<file path="src/rtl/elf_chk_pkg.sv">
package elf_chk_pkg;

	localparam int IN_DATA_W  = 336;
	localparam int OUT_DATA_W = 40;
	localparam int WORD_W     = 32;
	localparam int CFG_ADDR_W = 2;

	localparam logic [CFG_ADDR_W-1:0] CFG_IMAGE_SIZE = 2'd0;
	localparam logic [CFG_ADDR_W-1:0] CFG_ZONE_LOW   = 2'd1;
	localparam logic [CFG_ADDR_W-1:0] CFG_ZONE_HIGH  = 2'd2;

	localparam logic CMD_HEADER  = 1'b0;
	localparam logic CMD_SEGMENT = 1'b1;

	localparam logic [31:0] ELF_MAGIC     = 32'h464C_457F;
	localparam logic [15:0] ELF_CLASS_ENC = 16'h0101;
	localparam logic [15:0] TYPE_EXEC     = 16'd2;
	localparam logic [15:0] MACH_386      = 16'd3;
	localparam logic [31:0] HDR_BYTES     = 32'd52;
	localparam logic [15:0] PH_BYTES      = 16'd32;
	localparam int          PH_SHIFT      = 5;
	localparam logic [31:0] PTYPE_LOAD    = 32'd1;

	typedef enum logic [3:0] {
		STAT_OK      = 4'd0,
		STAT_MAGIC   = 4'd1,
		STAT_CLASS   = 4'd2,
		STAT_TYPE    = 4'd3,
		STAT_MACHINE = 4'd4,
		STAT_HEADERS = 4'd5,
		STAT_NOSEG   = 4'd6,
		STAT_SEGWIN  = 4'd7,
		STAT_ENTWIN  = 4'd8
	} status_t;

	// packed MSB first: last field of the word sits on top
	typedef struct packed {
		logic [31:0] seg_memsz;
		logic [31:0] seg_filesz;
		logic [31:0] seg_vaddr;
		logic [31:0] seg_offset;
		logic [31:0] seg_type;
		logic [31:0] entsize_count;
		logic [31:0] table_offset;
		logic [31:0] entry_point;
		logic [31:0] type_machine;
		logic [47:0] ident_prefix;
	} item_t;

	typedef struct packed {
		logic    fail;
		status_t code;
	} hdr_res_t;

	typedef struct packed {
		logic is_load;
		logic range_err;
		logic win_err;
	} seg_res_t;

endpackage

</file>
<file path="src/rtl/elf32_image_checker_core.sv">
// Pipeline: input reg, then result reg; the checks between them are combinational on the input reg.
// Throughput: one word per cycle unless m_tready holds the result reg full; checks are single-pass adds and compares.
// Each input word yields exactly one result word.
// Reset (arst_n low, async): pipeline empties, verdict state and config registers clear to zero.
module elf32_image_checker_core (
	input  logic                                  clk,
	input  logic                                  arst_n,
	input  logic                                  s_tvalid,
	output logic                                  s_tready,
	// ident_prefix, type_machine, entry_point, table_offset, entsize_count,
	// seg_type, seg_offset, seg_vaddr, seg_filesz, seg_memsz
	input  logic [elf_chk_pkg::IN_DATA_W-1:0]     s_tdata,
	// cmd
	input  logic [0:0]                            s_tuser,
	output logic                                  m_tvalid,
	input  logic                                  m_tready,
	// status[3:0], load_entry[35:4], zero pad
	output logic [elf_chk_pkg::OUT_DATA_W-1:0]    m_tdata,
	// done_res
	output logic [0:0]                            m_tuser,
	input  logic                                  cfg_we,
	input  logic [elf_chk_pkg::CFG_ADDR_W-1:0]    cfg_addr,
	input  logic [elf_chk_pkg::WORD_W-1:0]        cfg_data
);

	logic [31:0]          image_size_q, zone_low_q, zone_high_q;
	logic                 valid_s1;
	logic                 cmd_s1;
	elf_chk_pkg::item_t   item_s1;
	logic                 advance;
	elf_chk_pkg::hdr_res_t hdr_res;
	elf_chk_pkg::seg_res_t seg_res;
	elf_chk_pkg::status_t  res_status;
	logic                 res_done;
	logic [31:0]          res_entry;
	logic                 out_valid_q;
	elf_chk_pkg::status_t  status_q;
	logic                 done_q;
	logic [31:0]          entry_q;

	always_ff @(posedge clk or negedge arst_n) begin
		if (!arst_n) begin
			image_size_q <= 32'd0;
			zone_low_q   <= 32'd0;
			zone_high_q  <= 32'd0;
		end else if (cfg_we) begin
			case (cfg_addr)
				elf_chk_pkg::CFG_IMAGE_SIZE: image_size_q <= cfg_data;
				elf_chk_pkg::CFG_ZONE_LOW:   zone_low_q   <= cfg_data;
				elf_chk_pkg::CFG_ZONE_HIGH:  zone_high_q  <= cfg_data;
				default: ;
			endcase
		end
	end

	// stage 1 moves on when the result register is free or being drained
	assign advance  = !out_valid_q || m_tready;
	assign s_tready = !valid_s1 || advance;

	always_ff @(posedge clk or negedge arst_n) begin
		if (!arst_n) begin
			valid_s1 <= 1'b0;
		end else if (s_tready) begin
			valid_s1 <= s_tvalid;
		end
	end

	always_ff @(posedge clk) begin
		if (s_tvalid && s_tready) begin
			item_s1 <= elf_chk_pkg::item_t'(s_tdata);
			cmd_s1  <= s_tuser[0];
		end
	end

	elf_chk_hdr u_hdr (
		.ident_prefix (item_s1.ident_prefix),
		.type_machine (item_s1.type_machine),
		.table_offset (item_s1.table_offset),
		.entsize_count(item_s1.entsize_count),
		.image_size   (image_size_q),
		.res          (hdr_res)
	);

	elf_chk_seg u_seg (
		.seg_type  (item_s1.seg_type),
		.seg_offset(item_s1.seg_offset),
		.seg_vaddr (item_s1.seg_vaddr),
		.seg_filesz(item_s1.seg_filesz),
		.seg_memsz (item_s1.seg_memsz),
		.image_size(image_size_q),
		.zone_low  (zone_low_q),
		.zone_high (zone_high_q),
		.res       (seg_res)
	);

	elf_chk_state u_state (
		.clk        (clk),
		.arst_n     (arst_n),
		.step       (valid_s1 && advance),
		.cmd        (cmd_s1),
		.hdr        (hdr_res),
		.seg        (seg_res),
		.entry_point(item_s1.entry_point),
		.ent_count  (item_s1.entsize_count[31:16]),
		.zone_low   (zone_low_q),
		.zone_high  (zone_high_q),
		.res_status (res_status),
		.res_done   (res_done),
		.res_entry  (res_entry)
	);

	always_ff @(posedge clk or negedge arst_n) begin
		if (!arst_n) begin
			out_valid_q <= 1'b0;
		end else if (advance) begin
			out_valid_q <= valid_s1;
		end
	end

	always_ff @(posedge clk) begin
		if (advance && valid_s1) begin
			status_q <= res_status;
			done_q   <= res_done;
			entry_q  <= res_entry;
		end
	end

	assign m_tvalid = out_valid_q;
	assign m_tdata  = {4'd0, entry_q, status_q};
	assign m_tuser  = done_q;

	a_stall_only_when_full: assert property (@(posedge clk) disable iff (!arst_n)
		!s_tready |-> (valid_s1 && out_valid_q && !m_tready))
		else $error("input stalled with room in the pipeline");

	a_open_word_is_blank: assert property (@(posedge clk) disable iff (!arst_n)
		(out_valid_q && !done_q) |-> (status_q == elf_chk_pkg::STAT_OK && entry_q == 32'd0))
		else $error("non-final result carries data");

	a_fail_hides_entry: assert property (@(posedge clk) disable iff (!arst_n)
		(out_valid_q && status_q != elf_chk_pkg::STAT_OK) |-> (entry_q == 32'd0 && done_q))
		else $error("failed verdict exposes entry address");

endmodule

</file>
<file path="src/rtl/elf_chk_hdr.sv">
module elf_chk_hdr (
	input  logic [47:0]                   ident_prefix,
	input  logic [31:0]                   type_machine,
	input  logic [31:0]                   table_offset,
	input  logic [31:0]                   entsize_count,
	input  logic [elf_chk_pkg::WORD_W-1:0] image_size,
	output elf_chk_pkg::hdr_res_t          res
);

	logic [15:0] ent_size;
	logic [15:0] ent_count;
	logic [32:0] table_end;

	assign ent_size  = entsize_count[15:0];
	assign ent_count = entsize_count[31:16];
	// entry size is known to be 32 once this sum matters
	assign table_end = {1'b0, table_offset}
		+ {12'd0, ent_count, {elf_chk_pkg::PH_SHIFT{1'b0}}};

	always_comb begin
		res.fail = 1'b1;
		res.code = elf_chk_pkg::STAT_OK;
		if (image_size < elf_chk_pkg::HDR_BYTES
			|| ident_prefix[31:0] != elf_chk_pkg::ELF_MAGIC) begin
			res.code = elf_chk_pkg::STAT_MAGIC;
		end else if (ident_prefix[47:32] != elf_chk_pkg::ELF_CLASS_ENC) begin
			res.code = elf_chk_pkg::STAT_CLASS;
		end else if (type_machine[15:0] != elf_chk_pkg::TYPE_EXEC) begin
			res.code = elf_chk_pkg::STAT_TYPE;
		end else if (type_machine[31:16] != elf_chk_pkg::MACH_386) begin
			res.code = elf_chk_pkg::STAT_MACHINE;
		end else if (ent_count == 16'd0 || ent_size != elf_chk_pkg::PH_BYTES) begin
			res.code = elf_chk_pkg::STAT_NOSEG;
		end else if (table_end > {1'b0, image_size}) begin
			res.code = elf_chk_pkg::STAT_HEADERS;
		end else begin
			res.fail = 1'b0;
		end
	end

endmodule

</file>
<file path="src/rtl/elf_chk_seg.sv">
module elf_chk_seg (
	input  logic [31:0]          seg_type,
	input  logic [31:0]          seg_offset,
	input  logic [31:0]          seg_vaddr,
	input  logic [31:0]          seg_filesz,
	input  logic [31:0]          seg_memsz,
	input  logic [31:0]          image_size,
	input  logic [31:0]          zone_low,
	input  logic [31:0]          zone_high,
	output elf_chk_pkg::seg_res_t res
);

	logic [32:0] file_end;
	logic [32:0] mem_end;

	assign file_end = {1'b0, seg_offset} + {1'b0, seg_filesz};
	assign mem_end  = {1'b0, seg_vaddr} + {1'b0, seg_memsz};

	assign res.is_load   = (seg_type == elf_chk_pkg::PTYPE_LOAD);
	assign res.range_err = (seg_memsz < seg_filesz) || (file_end > {1'b0, image_size});
	assign res.win_err   = (seg_memsz != 32'd0)
		&& ((seg_vaddr < zone_low) || (mem_end > {1'b0, zone_high}));

endmodule

</file>
<file path="src/rtl/elf_chk_state.sv">
module elf_chk_state (
	input  logic                  clk,
	input  logic                  arst_n,
	input  logic                  step,
	input  logic                  cmd,
	input  elf_chk_pkg::hdr_res_t hdr,
	input  elf_chk_pkg::seg_res_t seg,
	input  logic [31:0]           entry_point,
	input  logic [15:0]           ent_count,
	input  logic [31:0]           zone_low,
	input  logic [31:0]           zone_high,
	output elf_chk_pkg::status_t  res_status,
	output logic                  res_done,
	output logic [31:0]           res_entry
);

	logic                 header_seen_q, header_seen_d;
	logic                 verdict_final_q, verdict_final_d;
	elf_chk_pkg::status_t verdict_q, verdict_d;
	logic                 window_fault_q, window_fault_d;
	logic [15:0]          entries_expected_q, entries_expected_d;
	logic [15:0]          entries_seen_q, entries_seen_d;
	logic                 any_loadable_q, any_loadable_d;
	logic [31:0]          saved_entry_q, saved_entry_d;

	always_comb begin
		header_seen_d      = header_seen_q;
		verdict_final_d    = verdict_final_q;
		verdict_d          = verdict_q;
		window_fault_d     = window_fault_q;
		entries_expected_d = entries_expected_q;
		entries_seen_d     = entries_seen_q;
		any_loadable_d     = any_loadable_q;
		saved_entry_d      = saved_entry_q;
		if (cmd == elf_chk_pkg::CMD_HEADER) begin
			header_seen_d      = 1'b1;
			verdict_final_d    = hdr.fail;
			verdict_d          = hdr.fail ? hdr.code : elf_chk_pkg::STAT_OK;
			window_fault_d     = 1'b0;
			any_loadable_d     = 1'b0;
			entries_seen_d     = 16'd0;
			entries_expected_d = ent_count;
			saved_entry_d      = entry_point;
		end else if (header_seen_q && !verdict_final_q) begin
			entries_seen_d = entries_seen_q + 16'd1;
			if (seg.is_load) begin
				any_loadable_d = 1'b1;
				if (seg.win_err) begin
					window_fault_d = 1'b1;
				end
			end
			if (seg.is_load && seg.range_err) begin
				verdict_final_d = 1'b1;
				verdict_d       = elf_chk_pkg::STAT_HEADERS;
			end else if (entries_seen_d == entries_expected_q) begin
				verdict_final_d = 1'b1;
				if (!any_loadable_d) begin
					verdict_d = elf_chk_pkg::STAT_NOSEG;
				end else if (window_fault_d) begin
					verdict_d = elf_chk_pkg::STAT_SEGWIN;
				end else if (saved_entry_q < zone_low || saved_entry_q >= zone_high) begin
					verdict_d = elf_chk_pkg::STAT_ENTWIN;
				end else begin
					verdict_d = elf_chk_pkg::STAT_OK;
				end
			end
		end
	end

	// result reflects the state after this word
	assign res_done   = verdict_final_d;
	assign res_status = verdict_final_d ? verdict_d : elf_chk_pkg::STAT_OK;
	assign res_entry  = (verdict_final_d && verdict_d == elf_chk_pkg::STAT_OK)
		? saved_entry_d : 32'd0;

	always_ff @(posedge clk or negedge arst_n) begin
		if (!arst_n) begin
			header_seen_q      <= 1'b0;
			verdict_final_q    <= 1'b0;
			verdict_q          <= elf_chk_pkg::STAT_OK;
			window_fault_q     <= 1'b0;
			entries_expected_q <= 16'd0;
			entries_seen_q     <= 16'd0;
			any_loadable_q     <= 1'b0;
			saved_entry_q      <= 32'd0;
		end else if (step) begin
			header_seen_q      <= header_seen_d;
			verdict_final_q    <= verdict_final_d;
			verdict_q          <= verdict_d;
			window_fault_q     <= window_fault_d;
			entries_expected_q <= entries_expected_d;
			entries_seen_q     <= entries_seen_d;
			any_loadable_q     <= any_loadable_d;
			saved_entry_q      <= saved_entry_d;
		end
	end

	// an open image never has counted past its table
	a_seen_below_expected: assert property (@(posedge clk) disable iff (!arst_n)
		(header_seen_q && !verdict_final_q) |-> (entries_seen_q < entries_expected_q))
		else $error("entry count ran past table size");

endmodule
</file>
<file path="config.mk">
export PLATFORM = sky130hd
export DESIGN_NAME = elf32_image_checker_core
export DESIGN_NICKNAME = d
export VERILOG_FILES = /design/src/rtl/elf_chk_pkg.sv /design/src/rtl/elf32_image_checker_core.sv /design/src/rtl/elf_chk_hdr.sv /design/src/rtl/elf_chk_seg.sv /design/src/rtl/elf_chk_state.sv
export SDC_FILE = /design/constraint.sdc
export NUM_CORES = 1
export LEC_CHECK = 0
export ABC_AREA = 1
export BUFFER_PORTS_ARGS = -buffer_cell sky130_fd_sc_hd__clkbuf_2
export CAP_MARGIN = 40
export CELL_PAD_IN_SITES_DETAIL_PLACEMENT = 0
export CELL_PAD_IN_SITES_GLOBAL_PLACEMENT = 2
export CORE_MARGIN = 3
export CORE_UTILIZATION = 30
export DETAILED_ROUTE_END_ITERATION = 6
export PLACE_DENSITY_LB_ADDON = 0.25
export SLEW_MARGIN = 0
export SYNTH_ARGS = -nofsm -noshare
export SYNTH_HDL_FRONTEND = slang
export SYNTH_SLANG_ARGS = --single-unit
</file>
<file path="constraint.sdc">
create_clock -name clk -period 12.47 [get_ports clk]
set_clock_uncertainty 0.15 [all_clocks]
set_input_delay 1.8705 -clock clk [delete_from_list [all_inputs] [get_ports clk]]
set_output_delay 1.8705 -clock clk [all_outputs]
set_load 0.005 [all_outputs]
</file>
Word-level counts from Yosys, hierarchy flattened:

Cells that the tools add are included.

* register bits after elaboration: 544
* input bits: 376
* output and inout port bits: 43
* logic and storage cells: 113

* add/subtract/negate cells: 4
* $lt $le $gt $ge: 8
* equal/unequal tests: 10
* muxes and demuxes: 38
* bitwise gates (word level): 1
* reductions and logical operators: 25

Operator list (number)
* > comparator 33 x 32 -> 1 bit: 3
* < comparator 32 bit: 3
* adder 32 x 32 -> 33 bit: 2
* two-way mux 4 bit: 13
* adder 32 x 21 -> 33 bit: 1
* equality test 32 x 1 -> 1 bit (second input constant): 1
* >= comparator 32 bit: 1
* < comparator 32 x 6 -> 1 bit (second input constant): 1
* two-way mux 16 bit: 2
* two-way mux 32 bit: 1
* inequality test 16 x 2 -> 1 bit (second input constant): 2
* inequality test 32 x 31 -> 1 bit (second input constant): 1
* nonzero test 32 bit: 1
* two-way mux 1 bit: 21
* adder 16 x 1 -> 16 bit (second input constant): 1
* equality test 16 bit: 1
* logical NOT 16 bit: 1
* inequality test 16 x 6 -> 1 bit (second input constant): 1
* inequality test 16 x 9 -> 1 bit (second input constant): 1
* AND reduction 2 bit: 5
* logical OR 1 bit: 7
* logical AND 1 bit: 6
* logical NOT 4 bit: 1
* logical NOT 1 bit: 3
* 6 further kinds: 6

Depth between registers and ports, before layout:

* depth in word-level cells: 16
* mapped depth: 40
* mapped depth without buffers: 39

Modules after synthesis:

From an unflattened synthesis, not the netlist that was laid out.

* cell total of the unflattened synthesis: 3188
* area total of the unflattened synthesis: 30774.5 sq um

By module, submodules not included
* elf32_image_checker_core: instances 1, cells an instance 817, area an instance 15353.5 sq um, sequential area each 13683.1 sq um
* elf_chk_seg: instances 1, cells an instance 1128, area an instance 6872.8 sq um, sequential area each 0.0 sq um
* elf_chk_state: instances 1, cells an instance 857, area an instance 6173.4 sq um, sequential area each 1801.7 sq um
* elf_chk_hdr: instances 1, cells an instance 386, area an instance 2374.8 sq um, sequential area each 0.0 sq um

Worst setup path before layout:

Ideal clock, no wire load.

* kind: input to register
* start: input port m_tready
* end: register cmd_s1 (enable)
* library setup time: 0.688 ns
* data arrival time: 8.613 ns
* data required time: 11.632 ns
* setup slack: 3.019 ns
* cell stages on the path: 4
* path buffers: 0
* path through: inv_1 nand3_1 nand2_1 inv_1

* longest elaborated chain between the ends: 3

Ends and longest elaborated chain
* from (decl): RTL line elf32_image_checker_core.sv:16 `input logic m_tready,`
* logical OR 1 bit: RTL line elf32_image_checker_core.sv:57 `assign advance = !out_valid_q || m_tready;`
* logical OR 1 bit: RTL line elf32_image_checker_core.sv:58 `assign s_tready = !valid_s1 || advance;`
* net s_tready: RTL line elf32_image_checker_core.sv:9 `output logic s_tready,`
* logical AND 1 bit: RTL line elf32_image_checker_core.sv:69 `if (s_tvalid && s_tready) begin`
* to (signal assigned): RTL line elf32_image_checker_core.sv:71 `cmd_s1 <= s_tuser[0];`
* to (decl): RTL line elf32_image_checker_core.sv:28 `logic cmd_s1;`

The timed path passes the listed nets, and every way through them passes these cells.
A chain may end at the register's enable or synchronous reset.

Worst setup path after layout:

* start: register item_s1[306] (netlist name)
* end: register entry_q[31] (data pin)

* longest elaborated chain between the ends: 16
* elaborated cells on any way between the ends: 23
* classes of those cells: add/sub: 1; order compare: 2; mux: 13; reduce/logical: 7

Ends and longest elaborated chain
* from (decl): RTL line elf32_image_checker_core.sv:29 `elf_chk_pkg::item_t item_s1;`
* from (signal assigned): RTL line elf32_image_checker_core.sv:70 `item_s1 <= elf_chk_pkg::item_t'(s_tdata);`
* adder 32 x 32 -> 33 bit: RTL line elf_chk_seg.sv:17 `assign mem_end = {1'b0, seg_vaddr} + {1'b0, seg_memsz};`
* > comparator 33 x 32 -> 1 bit: RTL line elf_chk_seg.sv:22 `&& ((seg_vaddr < zone_low) || (mem_end > {1'b0, zone_high}));`
* logical OR 1 bit: RTL line elf_chk_seg.sv:22
* logical AND 1 bit: RTL line elf_chk_seg.sv:22
* two-way mux 1 bit: RTL line elf_chk_state.sv:48 `if (seg.win_err) begin`
* two-way mux 1 bit: RTL line elf_chk_state.sv:46 `if (seg.is_load) begin`
* two-way mux 1 bit: RTL line elf_chk_state.sv:44 `end else if (header_seen_q && !verdict_final_q) begin`
* two-way mux 1 bit: RTL line elf_chk_state.sv:35 `if (cmd == elf_chk_pkg::CMD_HEADER) begin`
* two-way mux 4 bit: RTL line elf_chk_state.sv:59 `end else if (window_fault_d) begin`
* two-way mux 4 bit: RTL line elf_chk_state.sv:57 `if (!any_loadable_d) begin`
* two-way mux 4 bit: RTL line elf_chk_state.sv:55 `end else if (entries_seen_d == entries_expected_q) begin`
* two-way mux 4 bit: RTL line elf_chk_state.sv:52 `if (seg.is_load && seg.range_err) begin`
* two-way mux 4 bit: RTL line elf_chk_state.sv:44
* two-way mux 4 bit: RTL line elf_chk_state.sv:35
* logical NOT 4 bit: RTL line elf_chk_state.sv:73 `assign res_entry = (verdict_final_d && verdict_d == elf_chk_pkg::STAT_OK)`
* logical AND 1 bit *: RTL line elf_chk_state.sv:73
* to (signal assigned): RTL line elf32_image_checker_core.sv:124 `entry_q <= res_entry;`
* to (decl): RTL line elf32_image_checker_core.sv:39 `logic [31:0] entry_q;`

Mark *: on every way between the ends. The rest lies on a longest branch, timed or not. The select of a mux whose other input is x is not followed.

==> metrics.yaml <==
top_usage_layer: "met2"
hp-class: "reg2reg"
synth-seq-cells: 544
io_pins: 419
r2r_cells: 36
worstHoldEndpoint: "u_state.header_seen_q$_DFFE_PN0P_"
grtUsageTotal: 0.179
drc: 0
die_w_um: 317
wirelength_mm: 91.0
postCtsSetupRepairBufs: 0
area_growth_pct: 20.5
met1_usage: 0.252
cts-root-buf: "clkbuf_16"
critical_path_arrival_ns: 6.48
first_pass_iters: 5
min_from: "u_state.header_seen_q$_DFFE_PN0P_"
ys.flop_type: "edfxtp_1"
p_leak_nw: 15.7
die_h_um: 317
run_status: "finished clean"
ff2ff_setup_slack_ns: 6.20
r2r_start: "item_s1[306]$_DFFE_PP_"
maxSlewHeadroom: 0.378
clk_path_buf_depth: 3
synth_edf_count: 374
rsz0062_at_grt: "no"
placed_area_mm2: 0.0327
tns_ns: 0
tightestPinTransition_ns: 0.933
worstPathMaxFanout: 31
cp_common_cell: "nand2_1"
htree_levels: 3
period_needed_ns: 6.27
final_hold_viol_count: 0
grt_pass1_vias: 21700
slowest_delay_ns: 0.43
dr_total_vias: 21400
viasPerCell: 4.70
yosysTopAreaCell: "edfxtp_1"
holdPathStages: 2
drive_gt1_frac: 0.190
gp_congestion: 0.866
critPathTopFamily: "compound AO/OA/AOI/OAI gates"
grt_start_max_net_pins: 120
portBuffers: 414
drv_cap: 0
start_kind: "register"
cts_num_sinks: 544
final_cell_mix: "509 x nand2_1, 413 x clkbuf_2, 374 x edfxtp_1"
gr-total-overflow: 0
crit_path_end_kind: "register"
max_freq_mhz: 159
grtUsageMet3: 0.0312
grtUsageMet2: 0.289
required_ns: 12.68
nNetsFinal: 3909
syn_avg_cell_area_um2: 10.5
cp_num_buf_inv: 2
postRouteAntennaNets: 0
synth-async-reset-ratio: 0.313
slowest_stage: "edfxtp_1"
synth.top_cell.area_share: 0.387
p_per_area_mw_per_mm2: 165
synthTopCellsByArea: "edfxtp_1 39%, dfrtp_1 15%, ha_1 13%, nand2_1 6.6%, inv_1 4.2%"
clk_latency_ns: 0.63
fp.dieArea_mm2: 0.100
hpwl_mm: 73.5
initial_core_util: 0.304
cts_tree: "done"
wire_per_inst_um: 20.0
fin_crit_sh: 0.503
grt_pass1_wl_mm: 134
antenna_found_initial: 3
cts_buffers: 68
clk_pin_slew_ns: 0.06
fin_area_mm2: 0.0349
timing.rr.end: "entry_q[31]$_SDFFCE_PN0P_"
final-setup-viol-count: 0
ir_worst_vdd_uv: 121
ys_warn_count: 0
num_rows: 113
holdBufCountCts: 0
yosysUniqueCellTypes: 66
core-area_mm2: 0.0954
final_common_cell: "nand2_1"
cts_resized: 0
maxSlewViolCount: 0
seq_area_frac_synth: 0.534
syn_area_mm2: 0.0290
synth_cells: 2761
first_iter_violations: 1458
critical_path_class: "reg2reg"
## where the power goes
part	leakage, nW	switching (W)	internal [W]
clock network	1.10	0.000821	0.00116
registers	5.76	0.000177	0.00218
logic	8.81	0.000892	0.000544
## how the worst max path moves through the flow
stage	from	endpoint	slack, ns	cells past startpoint
after CTS	item_s1[306]$_DFFE_PP_	entry_q[31]$_SDFFCE_PN0P_	6.20	36
after global placement	item_s1[306]$_DFFE_PP_	entry_q[31]$_SDFFCE_PN0P_	6.14	35
after floorplan	m_tready	cmd_s1$_DFFE_PP_	3.02	4
after detailed placement	item_s1[306]$_DFFE_PP_	entry_q[0]$_SDFFCE_PN0P_	6.24	36
after global routing	item_s1[306]$_DFFE_PP_	entry_q[31]$_SDFFCE_PN0P_	5.50	36
final	item_s1[306]$_DFFE_PP_	entry_q[31]$_SDFFCE_PN0P_	6.20	36
## synth_stat cells (4+ instances only)
cell type / count
o21bai_1: 11
nor4_1: 62
mux2_2: 10
a21oi_1: 197
mux2i_1: 31
a211oi_1: 9
xor2_1: 60
o21ai_0: 205
nor3_1: 29
o211ai_1: 7
nor2_4: 32
o22ai_1: 11
nor2_1: 108
dfrtp_1: 170
a21boi_0: 4
xnor2_1: 30
a31oi_1: 11
nor2_2: 7
inv_1: 327
buf_4: 4
o21ai_1: 9
edfxtp_1: 374
nand3b_1: 4
nand2_1: 510
o221ai_1: 4
nand2_2: 7
o21a_1: 4
ha_1: 302
nand3_1: 79
a21o_1: 4
a221oi_1: 4
clkbuf_1: 30
nand4_1: 51
## cell families (layout without fill, tap and decap cells)
group                      count (synthesis)  in the layout  synth area share
AOI/OAI and AO/OA                        497            497            0.0935
and+or+nand+nor                          911            911             0.147
xor gates and xnor gates                  92             92            0.0283
buffers and inverters                    370            888            0.0504
DFF                                      544            544             0.534
adders and majority gates                305            305             0.132
muxes                                     41             41            0.0146
other                                      1              5          0.000129
## registers in the layout, indices dropped and copies added (netlist names), 4 cells and up
signal,count
u_state.entries_expected_q,16
u_state.saved_entry_q,32
u_state.verdict_q,4
u_state.entries_seen_q,16
entry_q,32
image_size_q,32
item_s1,336
zone_high_q,32
status_q,4
zone_low_q,32
## final cells by class
cell class / instances / area [µm²]
fillers: 9657 / 60500
repair buffers: 435 / 2310
inverters: 329 / 1240
clock inverters: 41 / 374
diodes: 1 / 2.50
flip-flops and latches: 544 / 15500
well taps: 1265 / 1580
clock buffers: 83 / 1860
multi-input cells: 1850 / 12100
## routing by layer
layer  vias up  share of wire
met2       529           0.46
met4         0          0.018
met3        96          0.046
met5         -              0
met1     10100           0.48
li1      10600              -
## worst register-to-register path, delay by kind of cell, from the launching register on
kind	cells	cell delay, ns
xor gates and xnor gates	1	0.15
DFF	1	0.43
buffers and inverters	2	0.50
AOI/OAI and AO/OA	9	2.08
adders and majority gates	2	0.67
and+or+nand+nor	22	2.03
## per-stage QoR
step / power (W) / std cells / worst slack (ns) / hold slack [ns] / utilization
2_1_floorplan: 0.00333 / 2764 / 3.02 / 0.273 / -
3_3_place_gp: 0.00381 / 4416 / 6.14 / 0.295 / 0.341
3_5_place_dp: 0.00384 / 4423 / 6.24 / 0.294 / 0.343
4_1_cts: 0.00587 / 4547 / 6.20 / 0.306 / 0.366
5_1_grt: 0.00616 / 4548 / 5.50 / 0.354 / 0.366
6_report: 0.00578 / 4548 / 6.20 / 0.303 / 0.366
No activity file was read; power rests on OpenSTA's default activity.
